$ cat config.mk
export PLATFORM = sky130hd
export DESIGN_NAME = timer_compare_uart_8n1
export DESIGN_NICKNAME = d
export VERILOG_FILES = /design/src/sv/tcu_pkg.sv /design/src/sv/tcu_tx.sv /design/src/sv/tcu_rx.sv /design/src/sv/timer_compare_uart_8n1.sv
export VERILOG_INCLUDE_DIRS = /design/src /design/src/sv
export SDC_FILE = /design/constraint.sdc
export NUM_CORES = 1
export LEC_CHECK = 0
export BUFFER_PORTS_ARGS = -buffer_cell sky130_fd_sc_hd__buf_2
export CORE_UTILIZATION = 60
export DETAILED_ROUTE_END_ITERATION = 7
export PLACE_DENSITY = 0.8
export SYNTH_ARGS = -nofsm -noshare
export SYNTH_HDL_FRONTEND = slang
export SYNTH_SLANG_ARGS = --single-unit
export TNS_END_PERCENT = 5
$ cat constraint.sdc
create_clock -name clock -period 3.3 [get_ports clock]
set_input_delay 0.165 -clock clock [delete_from_list [all_inputs] [get_ports clock]]
set_output_delay 0.165 -clock clock [all_outputs]
set_load 0.02 [all_outputs]
$ cat src/sv/timer_compare_uart_8n1_defines.svh
// Assertion macros for the tick-timed 8N1 UART.
// Included by the top level; needs no other file.
`ifndef TIMER_COMPARE_UART_8N1_DEFINES_SVH
`define TIMER_COMPARE_UART_8N1_DEFINES_SVH
`ifndef ASSERT_OFF
// Implication property checked on every rising clock edge outside reset.
`define TCU_ASSERT(label, clk, rst, prop, msg) \
   label: assert property (@(posedge clk) disable iff (rst) prop) else $error(msg);
// Condition that must never be true outside reset.
`define TCU_ASSERT_NEVER(label, clk, rst, expr, msg) \
   label: assert property (@(posedge clk) disable iff (rst) !(expr)) else $error(msg);
`else
`define TCU_ASSERT(label, clk, rst, prop, msg)
`define TCU_ASSERT_NEVER(label, clk, rst, expr, msg)
`endif
`endif

$ cat src/sv/tcu_pkg.sv
`timescale 1ns / 1ps
// Shared constants, register indexes and status types of the 8N1 UART.
// Used by the transmitter, the receiver and the top level; no dependencies.
package tcu_pkg;

   // Frame format: start, data bits LSB first, stop.
   localparam int DATA_BITS  = 8;
   localparam int FRAME_BITS = DATA_BITS + 2;

   // Default width of the tick counters.
   localparam int TICK_COUNTER_BITS = 16;

   // Width of the intermediate used to saturate periods into a counter.
   localparam int CLAMP_W = 33;

   // Configuration registers.
   localparam int BIT_PERIOD_W      = 16;
   localparam int HALF_BIT_PERIOD_W = 15;
   localparam logic [BIT_PERIOD_W-1:0]      BIT_PERIOD_RESET      = 16'd104;
   localparam logic [HALF_BIT_PERIOD_W-1:0] HALF_BIT_PERIOD_RESET = 15'd52;

   localparam int CSR_INDEX_W = 2;
   localparam logic [CSR_INDEX_W-1:0] CSR_BIT_PERIOD      = 2'd0;
   localparam logic [CSR_INDEX_W-1:0] CSR_HALF_BIT_PERIOD = 2'd1;

   // Transmitter state as seen on the result channel.
   typedef struct packed {
      logic line;
      logic busy;
   } tcu_tx_status_type;

   // Receiver result of the most recent tick.
   typedef struct packed {
      logic                 valid;
      logic [DATA_BITS-1:0] data;
   } tcu_rx_result_type;

endpackage

$ cat src/sv/tcu_tx.sv
`timescale 1ns / 1ps
// Transmitter of the 8N1 UART: frame shifter, bit counter and tick counter.
// Depends on tcu_pkg.
module tcu_tx
   import tcu_pkg::*;
#(
   parameter int TICK_BITS = TICK_COUNTER_BITS
) (
   input  logic                    clock,
   input  logic                    reset,
   input  logic                    step,
   input  logic                    tx_load,
   input  logic [DATA_BITS-1:0]    tx_data,
   input  logic [BIT_PERIOD_W-1:0] bit_period,
   output tcu_tx_status_type       status
);

   localparam int TXB = $clog2(FRAME_BITS + 1);
   localparam logic [CLAMP_W-1:0] CNT_MAX_WIDE = (CLAMP_W'(1) << TICK_BITS) - CLAMP_W'(1);

   logic [FRAME_BITS-1:0] shift_ff, shift_in;
   logic [TXB-1:0]        bits_ff, bits_in;
   logic [TICK_BITS-1:0]  cnt_ff, cnt_in;
   logic                  run_ff, run_in;
   logic                  line_ff, line_in;
   logic [CLAMP_W-1:0]    bp_wide;
   logic [TICK_BITS-1:0]  bp_clamp;

   // Saturate the bit period into the tick counter.
   assign bp_wide  = CLAMP_W'(bit_period);
   assign bp_clamp = (bp_wide > CNT_MAX_WIDE) ? TICK_BITS'(CNT_MAX_WIDE) : TICK_BITS'(bp_wide);

   // Next state for one tick.
   always_comb begin
      shift_in = shift_ff;
      bits_in  = bits_ff;
      cnt_in   = cnt_ff;
      run_in   = run_ff;
      line_in  = line_ff;
      if (run_ff) begin
         if (cnt_ff <= TICK_BITS'(1)) begin
            line_in  = shift_ff[0];
            shift_in = {1'b0, shift_ff[FRAME_BITS-1:1]};
            bits_in  = bits_ff - TXB'(1);
            if (bits_in == '0) begin
               run_in  = 1'b0;
               bits_in = TXB'(FRAME_BITS);
            end else begin
               cnt_in = bp_clamp;
            end
         end else begin
            cnt_in = cnt_ff - TICK_BITS'(1);
         end
      end else if (tx_load) begin
         shift_in = {1'b1, tx_data, 1'b0};
         bits_in  = TXB'(FRAME_BITS);
         cnt_in   = bp_clamp;
         run_in   = 1'b1;
      end
   end

   // State advances once per accepted item.
   always_ff @(posedge clock) begin
      if (reset) begin
         shift_ff <= '0;
         bits_ff  <= TXB'(FRAME_BITS);
         cnt_ff   <= '0;
         run_ff   <= 1'b0;
         line_ff  <= 1'b1;
      end else if (step) begin
         shift_ff <= shift_in;
         bits_ff  <= bits_in;
         cnt_ff   <= cnt_in;
         run_ff   <= run_in;
         line_ff  <= line_in;
      end
   end

   assign status.line = line_ff;
   assign status.busy = run_ff;

endmodule

$ cat src/sv/tcu_rx.sv
`timescale 1ns / 1ps
// Receiver of the 8N1 UART: start-edge hunter, sample timer and data shifter.
// Depends on tcu_pkg.
module tcu_rx
   import tcu_pkg::*;
#(
   parameter int TICK_BITS = TICK_COUNTER_BITS
) (
   input  logic                         clock,
   input  logic                         reset,
   input  logic                         step,
   input  logic                         rxd_level,
   input  logic [BIT_PERIOD_W-1:0]      bit_period,
   input  logic [HALF_BIT_PERIOD_W-1:0] half_bit_period,
   output tcu_rx_result_type            result
);

   localparam int RXB = $clog2(DATA_BITS + 1);
   localparam logic [CLAMP_W-1:0] CNT_MAX_WIDE = (CLAMP_W'(1) << TICK_BITS) - CLAMP_W'(1);

   logic                 hunt_ff, hunt_in;
   logic [TICK_BITS-1:0] cnt_ff, cnt_in;
   logic [DATA_BITS-1:0] shift_ff, shift_in;
   logic [RXB-1:0]       bits_ff, bits_in;
   logic                 prev_ff;
   logic                 valid_ff, valid_in;
   logic [CLAMP_W-1:0]   bp_wide, first_wide;
   logic [TICK_BITS-1:0] bp_clamp, first_clamp;

   // Saturate the sample intervals into the tick counter.
   assign bp_wide     = CLAMP_W'(bit_period);
   assign first_wide  = CLAMP_W'(bit_period) + CLAMP_W'(half_bit_period);
   assign bp_clamp    = (bp_wide > CNT_MAX_WIDE) ? TICK_BITS'(CNT_MAX_WIDE)
                                                 : TICK_BITS'(bp_wide);
   assign first_clamp = (first_wide > CNT_MAX_WIDE) ? TICK_BITS'(CNT_MAX_WIDE)
                                                    : TICK_BITS'(first_wide);

   // Next state for one tick.
   always_comb begin
      hunt_in  = hunt_ff;
      cnt_in   = cnt_ff;
      shift_in = shift_ff;
      bits_in  = bits_ff;
      valid_in = 1'b0;
      if (hunt_ff) begin
         if (prev_ff && !rxd_level) begin
            hunt_in = 1'b0;
            bits_in = RXB'(DATA_BITS);
            cnt_in  = first_clamp;
         end
      end else if (cnt_ff <= TICK_BITS'(1)) begin
         shift_in = {rxd_level, shift_ff[DATA_BITS-1:1]};
         bits_in  = bits_ff - RXB'(1);
         if (bits_in == '0) begin
            valid_in = 1'b1;
            bits_in  = RXB'(DATA_BITS);
            hunt_in  = 1'b1;
         end else begin
            cnt_in = bp_clamp;
         end
      end else begin
         cnt_in = cnt_ff - TICK_BITS'(1);
      end
   end

   // State advances once per accepted item.
   always_ff @(posedge clock) begin
      if (reset) begin
         hunt_ff  <= 1'b1;
         cnt_ff   <= '0;
         shift_ff <= '0;
         bits_ff  <= RXB'(DATA_BITS);
         prev_ff  <= 1'b1;
         valid_ff <= 1'b0;
      end else if (step) begin
         hunt_ff  <= hunt_in;
         cnt_ff   <= cnt_in;
         shift_ff <= shift_in;
         bits_ff  <= bits_in;
         prev_ff  <= rxd_level;
         valid_ff <= valid_in;
      end
   end

   // The data word reads as zero on ticks that complete nothing.
   assign result.valid = valid_ff;
   assign result.data  = valid_ff ? shift_ff : '0;

endmodule

$ cat src/sv/timer_compare_uart_8n1.sv
`timescale 1ns / 1ps
// Tick-timed full-duplex 8N1 UART; one item is one timer tick.
// A result leaves through the input register, then the transmitter and receiver state, which
// doubles as the result register. Throughput: one item per cycle, set by the combinational
// next-state logic, while the result channel does not stall.
// Reset (synchronous, active high) idles both directions and loads the default periods.
// Depends on tcu_pkg, tcu_tx, tcu_rx and timer_compare_uart_8n1_defines.svh.
`include "timer_compare_uart_8n1_defines.svh"
module timer_compare_uart_8n1
   import tcu_pkg::*;
#(
   parameter int TICK_BITS = TICK_COUNTER_BITS
) (
   input  logic                    clock,
   input  logic                    reset,
   // Input channel
   input  logic                    req_valid,
   output logic                    req_stall,
   input  logic                    req_rxd_level,
   input  logic                    req_tx_load,
   input  logic [DATA_BITS-1:0]    req_tx_byte,
   // Result channel
   output logic                    rsp_valid,
   input  logic                    rsp_stall,
   output logic                    rsp_txd_level,
   output logic                    rsp_tx_busy,
   output logic                    rsp_rx_valid,
   output logic [DATA_BITS-1:0]    rsp_rx_byte,
   // Configuration port
   input  logic                    csr_valid,
   output logic                    csr_ready,
   input  logic [CSR_INDEX_W-1:0]  csr_index,
   input  logic [BIT_PERIOD_W-1:0] csr_wdata
);

   logic [BIT_PERIOD_W-1:0]      bit_period_ff;
   logic [HALF_BIT_PERIOD_W-1:0] half_bit_period_ff;

   logic                 s1_valid_ff, s1_valid_in;
   logic                 s1_rxd_ff;
   logic                 s1_load_ff;
   logic [DATA_BITS-1:0] s1_byte_ff;
   logic                 rsp_valid_ff, rsp_valid_in;
   logic                 out_ready;
   logic                 step;
   logic                 req_accept;

   tcu_tx_status_type tx_status;
   tcu_rx_result_type rx_result;

   // Configuration registers; writes are always taken.
   assign csr_ready = 1'b1;

   always_ff @(posedge clock) begin
      if (reset) begin
         bit_period_ff      <= BIT_PERIOD_RESET;
         half_bit_period_ff <= HALF_BIT_PERIOD_RESET;
      end else if (csr_valid && csr_ready) begin
         unique case (csr_index)
            CSR_BIT_PERIOD:      bit_period_ff      <= csr_wdata;
            CSR_HALF_BIT_PERIOD: half_bit_period_ff <= csr_wdata[HALF_BIT_PERIOD_W-1:0];
            default: ;
         endcase
      end
   end

   // Handshake: the input register advances into the state when the result slot frees.
   assign out_ready    = !rsp_valid_ff || !rsp_stall;
   assign step         = s1_valid_ff && out_ready;
   assign req_stall    = s1_valid_ff && !out_ready;
   assign req_accept   = req_valid && !req_stall;
   assign s1_valid_in  = req_accept ? 1'b1 : (step ? 1'b0 : s1_valid_ff);
   assign rsp_valid_in = step ? 1'b1 : (rsp_stall ? rsp_valid_ff : 1'b0);

   always_ff @(posedge clock) begin
      if (reset) begin
         s1_valid_ff  <= 1'b0;
         rsp_valid_ff <= 1'b0;
      end else begin
         s1_valid_ff  <= s1_valid_in;
         rsp_valid_ff <= rsp_valid_in;
      end
   end

   // Input register payload.
   always_ff @(posedge clock) begin
      if (req_accept) begin
         s1_rxd_ff  <= req_rxd_level;
         s1_load_ff <= req_tx_load;
         s1_byte_ff <= req_tx_byte;
      end
   end

   tcu_tx #(
      .TICK_BITS (TICK_BITS)
   ) u_tx (
      .clock      (clock),
      .reset      (reset),
      .step       (step),
      .tx_load    (s1_load_ff),
      .tx_data    (s1_byte_ff),
      .bit_period (bit_period_ff),
      .status     (tx_status)
   );

   tcu_rx #(
      .TICK_BITS (TICK_BITS)
   ) u_rx (
      .clock           (clock),
      .reset           (reset),
      .step            (step),
      .rxd_level       (s1_rxd_ff),
      .bit_period      (bit_period_ff),
      .half_bit_period (half_bit_period_ff),
      .result          (rx_result)
   );

   // Result channel reads the state registers directly.
   assign rsp_valid     = rsp_valid_ff;
   assign rsp_txd_level = tx_status.line;
   assign rsp_tx_busy   = tx_status.busy;
   assign rsp_rx_valid  = rx_result.valid;
   assign rsp_rx_byte   = rx_result.data;

   // A load on an idle transmitter starts a frame.
   `TCU_ASSERT(a_tx_starts, clock, reset, (step && !tx_status.busy && s1_load_ff |=> rsp_tx_busy), "tx load while idle did not start a frame")
   // A received word is followed by a tick without one.
   `TCU_ASSERT(a_rx_pulse, clock, reset, (step && rsp_rx_valid |=> !rsp_rx_valid), "rx valid lasted more than one tick")
   // The frame ends on the stop bit, a mark.
   `TCU_ASSERT(a_tx_stop_mark, clock, reset, ($fell(rsp_tx_busy) |-> rsp_txd_level), "busy cleared without a stop bit on the line")
   // Input stalls only while an item is held.
   `TCU_ASSERT_NEVER(a_stall_empty, clock, reset, (req_stall && !s1_valid_ff), "input stalled with an empty input register")

endmodule

==> impl_metrics.ini <==
[status]
outcome = finished, final reports clean

[setup_path]
arrival_ps = 3130
worst-setup-path-type = reg -> reg
crit_fanout = 6
worstSetupEndpointType = flop
cp-start-kind = flop
crit_start = bit_period_ff[0]$_SDFFE_PP0P_
cp_common_cell = o21ai_0
slowest_stage = dfxtp_1
required_ps = 3610
path_cells = ha_1 -> inv_1 -> fa_1 -> nor2b_1 -> o21ai_0 -> o21ai_0 -> a21oi_1 -> o21ai_0 -> o21ai_0 -> a31oi_1
slowest_delay_ps = 400
r2r_start = bit_period_ff[0]$_SDFFE_PP0P_

[sta]
rsz0062_at_grt = no
finalWorstSetupSlack_ps = 474
finalHoldViolations = 0
finalSetupViolCount = 0
skew_ps = 18.6
finalCriticalPeriod_ps = 2830
fin_crit_sh = 0.856
maxSlewViolCount = 0
relSlewSlack = 0.351
tightest_slew_ps = 973
clock.fmax_mhz = 354
holdWs_ps = 10.2
setup_tns_ps = 0

[logic_synthesis]
netlist_instances = 729
synthArstFlopShare = 0
synth-seq-cells = 106
ys.flop_type = dfxtp_1
ys_types = 70
synth-edff-count = 10
yosys_warnings = 0
ys_top_cells_by_area = dfxtp_1 (33%), nand2_1 (7.4%), a21oi_1 (7.2%)
synth_top_area_frac = 0.328
synth_common_cells = nand2_1 (116), dfxtp_1 (96), a21oi_1 (84)
yosysSeqAreaShare = 0.380
yosysTopAreaCell = dfxtp_1
yosysMostFrequentCell = nand2_1
netlist_area_um2 = 5850
synth_fp_nets = 786
syn_avg_cell_area_um2 = 8.03

[global_route]
antenna_found_initial = 1
grt_usage = 0.312
grt_max_degree = 69
use_met1 = 0.392
grt_pass1_vias = 5245
use_met2 = 0.521
use_met3 = 0.0645
grt_pass1_wl_um = 24800
busiest_layer = met2
overflow = 0

[finish]
syn_to_final_growth_pct = 9.90
fin_area_um2 = 6430
fillers = 784
drive_above_1_share = 0.115
finish.net_count = 826

[clocking]
cts_root_buf = clkbuf_8
htree_levels = 3
cts.sinks = 106
tritoncts = done
cts.reportedPaths.clkPinSlew_ps = 100
numCtsBuffers = 9
post_cts_buffers = 0
cts_resized = 0
clock_path_buffers = 2
insertion_delay_ps = 390

[worst_hold_path]
min_path_type = in -> reg
worstHoldStart = req_valid

[power]
vdd_drop_max_mv = 0.290
p_leak_nw = 2.45
p_per_area_nw_per_um2 = 430

[routing]
drc = 0
post_drt_via_cell_ratio = 6.15
drt_iter0_markers = 358
antenna_left = 0
wl_per_cell_um = 16.8
dr.pass1.iters = 5
routed_wl_um = 15100
vias = 5556

[floorplanning]
dieArea_um2 = 10200
die_x_um = 101
io_pins = 47
die_height_um = 101
num_rows = 35
coreArea_um2 = 9330
start_util = 0.627

[placement]
place_area_um2 = 6150
pre_cts_slack_ps = 576
hpwl_um = 10500
io_buffers = 45
routabilityCongestion = 0.963

[run]
maxCapViolations = 0
-- cell type report --
cell class                 count  area (um^2)  area share
tap                          129          161      0.0251
antenna                        1         2.50    0.000389
clock inverter                 6         46.3     0.00720
clock buffer                  10          128      0.0198
timing repair buffer          67          415      0.0646
inverter                      26         97.6      0.0152
multi-input combinational    559         3360       0.522
sequential                   106         2220       0.346
-- metal layers --
layer	share of wire	up-vias
met3	0.052	32
met2	0.48	167
li1	-	2702
met4	0.027	0
met1	0.44	2655
met5	0	-
-- layout by cell type (no fill, tap or decap), types with 7 or more instances in the layout --
cell and count:
a21oi_1 84, xor2_1 8, dlygate4sd3_1 10, or3_1 7, nand2_1 116, buf_2 45, inv_1 26, nor2_1 50
ha_1 23, mux2i_1 10, edfxtp_1 10, clkbuf_8 9, and2_1 12, nand3_1 23, xnor2_1 14, buf_4 12
dfxtp_1 96, nor3_1 17, o22ai_1 13, o21ai_0 50, a211oi_1 20, a21o_1 9
-- power by group --
group | internal [mW] | switching (mW) | total [mW]
Sequential | 1.35 | 0.0638 | 1.42
Clock | 0.284 | 0.481 | 0.765
Combinational | 0.236 | 0.348 | 0.584
-- repair_timing --
item / 4_1_cts / 5_1_grt
endpoints found under the hold margin: 10 / 0
endpoints found under the setup margin: 0 / 0
hold buffers: 10 / 0
-- flip-flops by register name, summed over array words and instances, names as in the netlist --
signal and cells:
u_tx.run_ff 1, u_tx.cnt_ff 16, u_rx.cnt_ff 16, u_tx.shift_ff 10
u_rx.shift_ff 8, s1_valid_ff 1, u_rx.hunt_ff 1, u_tx.line_ff 1
s1_rxd_ff 1, u_rx.prev_ff 1, u_rx.valid_ff 1, s1_load_ff 1
bit_period_ff 16, u_tx.bits_ff 4, u_rx.bits_ff 4, rsp_valid 1
s1_byte_ff 8, half_bit_period_ff 15
-- path summary, 6_finish.rpt --
| check | slack (ps) | end | cells past startpoint |
|---|---|---|---|
| setup / recovery | 470 | u_rx.cnt_ff[1]$_SDFFE_PP0P_ | 10 |
| hold / removal | 10 | s1_valid_ff$_SDFFE_PP0P_ | 2 |
| setup reg to reg | 470 | u_rx.cnt_ff[1]$_SDFFE_PP0P_ | 10 |
| hold reg to reg | 460 | u_rx.shift_ff[6]$_SDFFE_PP0P_ | 2 |
-- kinds of logic (layout without fill, tap and decap cells) --
family	count (synthesis)	after routing	share of synthesized area
fa+ha+maj	24	24	0.0526
compound gates	226	226	0.240
flops	106	106	0.380
mux	11	11	0.0190
xor+xnor	22	22	0.0329
buf+inv	64	109	0.0464
other cells	1	2	0.000641
simple gates	275	275	0.229
-- stage by stage --
stage | power [mW] | util | std cells
finish | 2.77 | 0.689 | 904
global route | 2.88 | 0.689 | 903
CTS | 2.76 | 0.689 | 903
detailed placement | 2.01 | 0.660 | 877
global placement | 1.99 | 0.660 | 877
floorplan | 1.86 | - | 729
-- worst max-delay path, delay by kind of cell, from the launching register on --
| family | cells | cell delay (ps) |
|---|---|---|
| AOI/OAI and AO/OA | 6 | 1560 |
| adders and majority gates | 2 | 580 |
| buffers and inverters | 1 | 60 |
| DFF | 1 | 400 |
| and+or+nand+nor | 1 | 160 |
No activity file was read; power rests on OpenSTA's default activity.
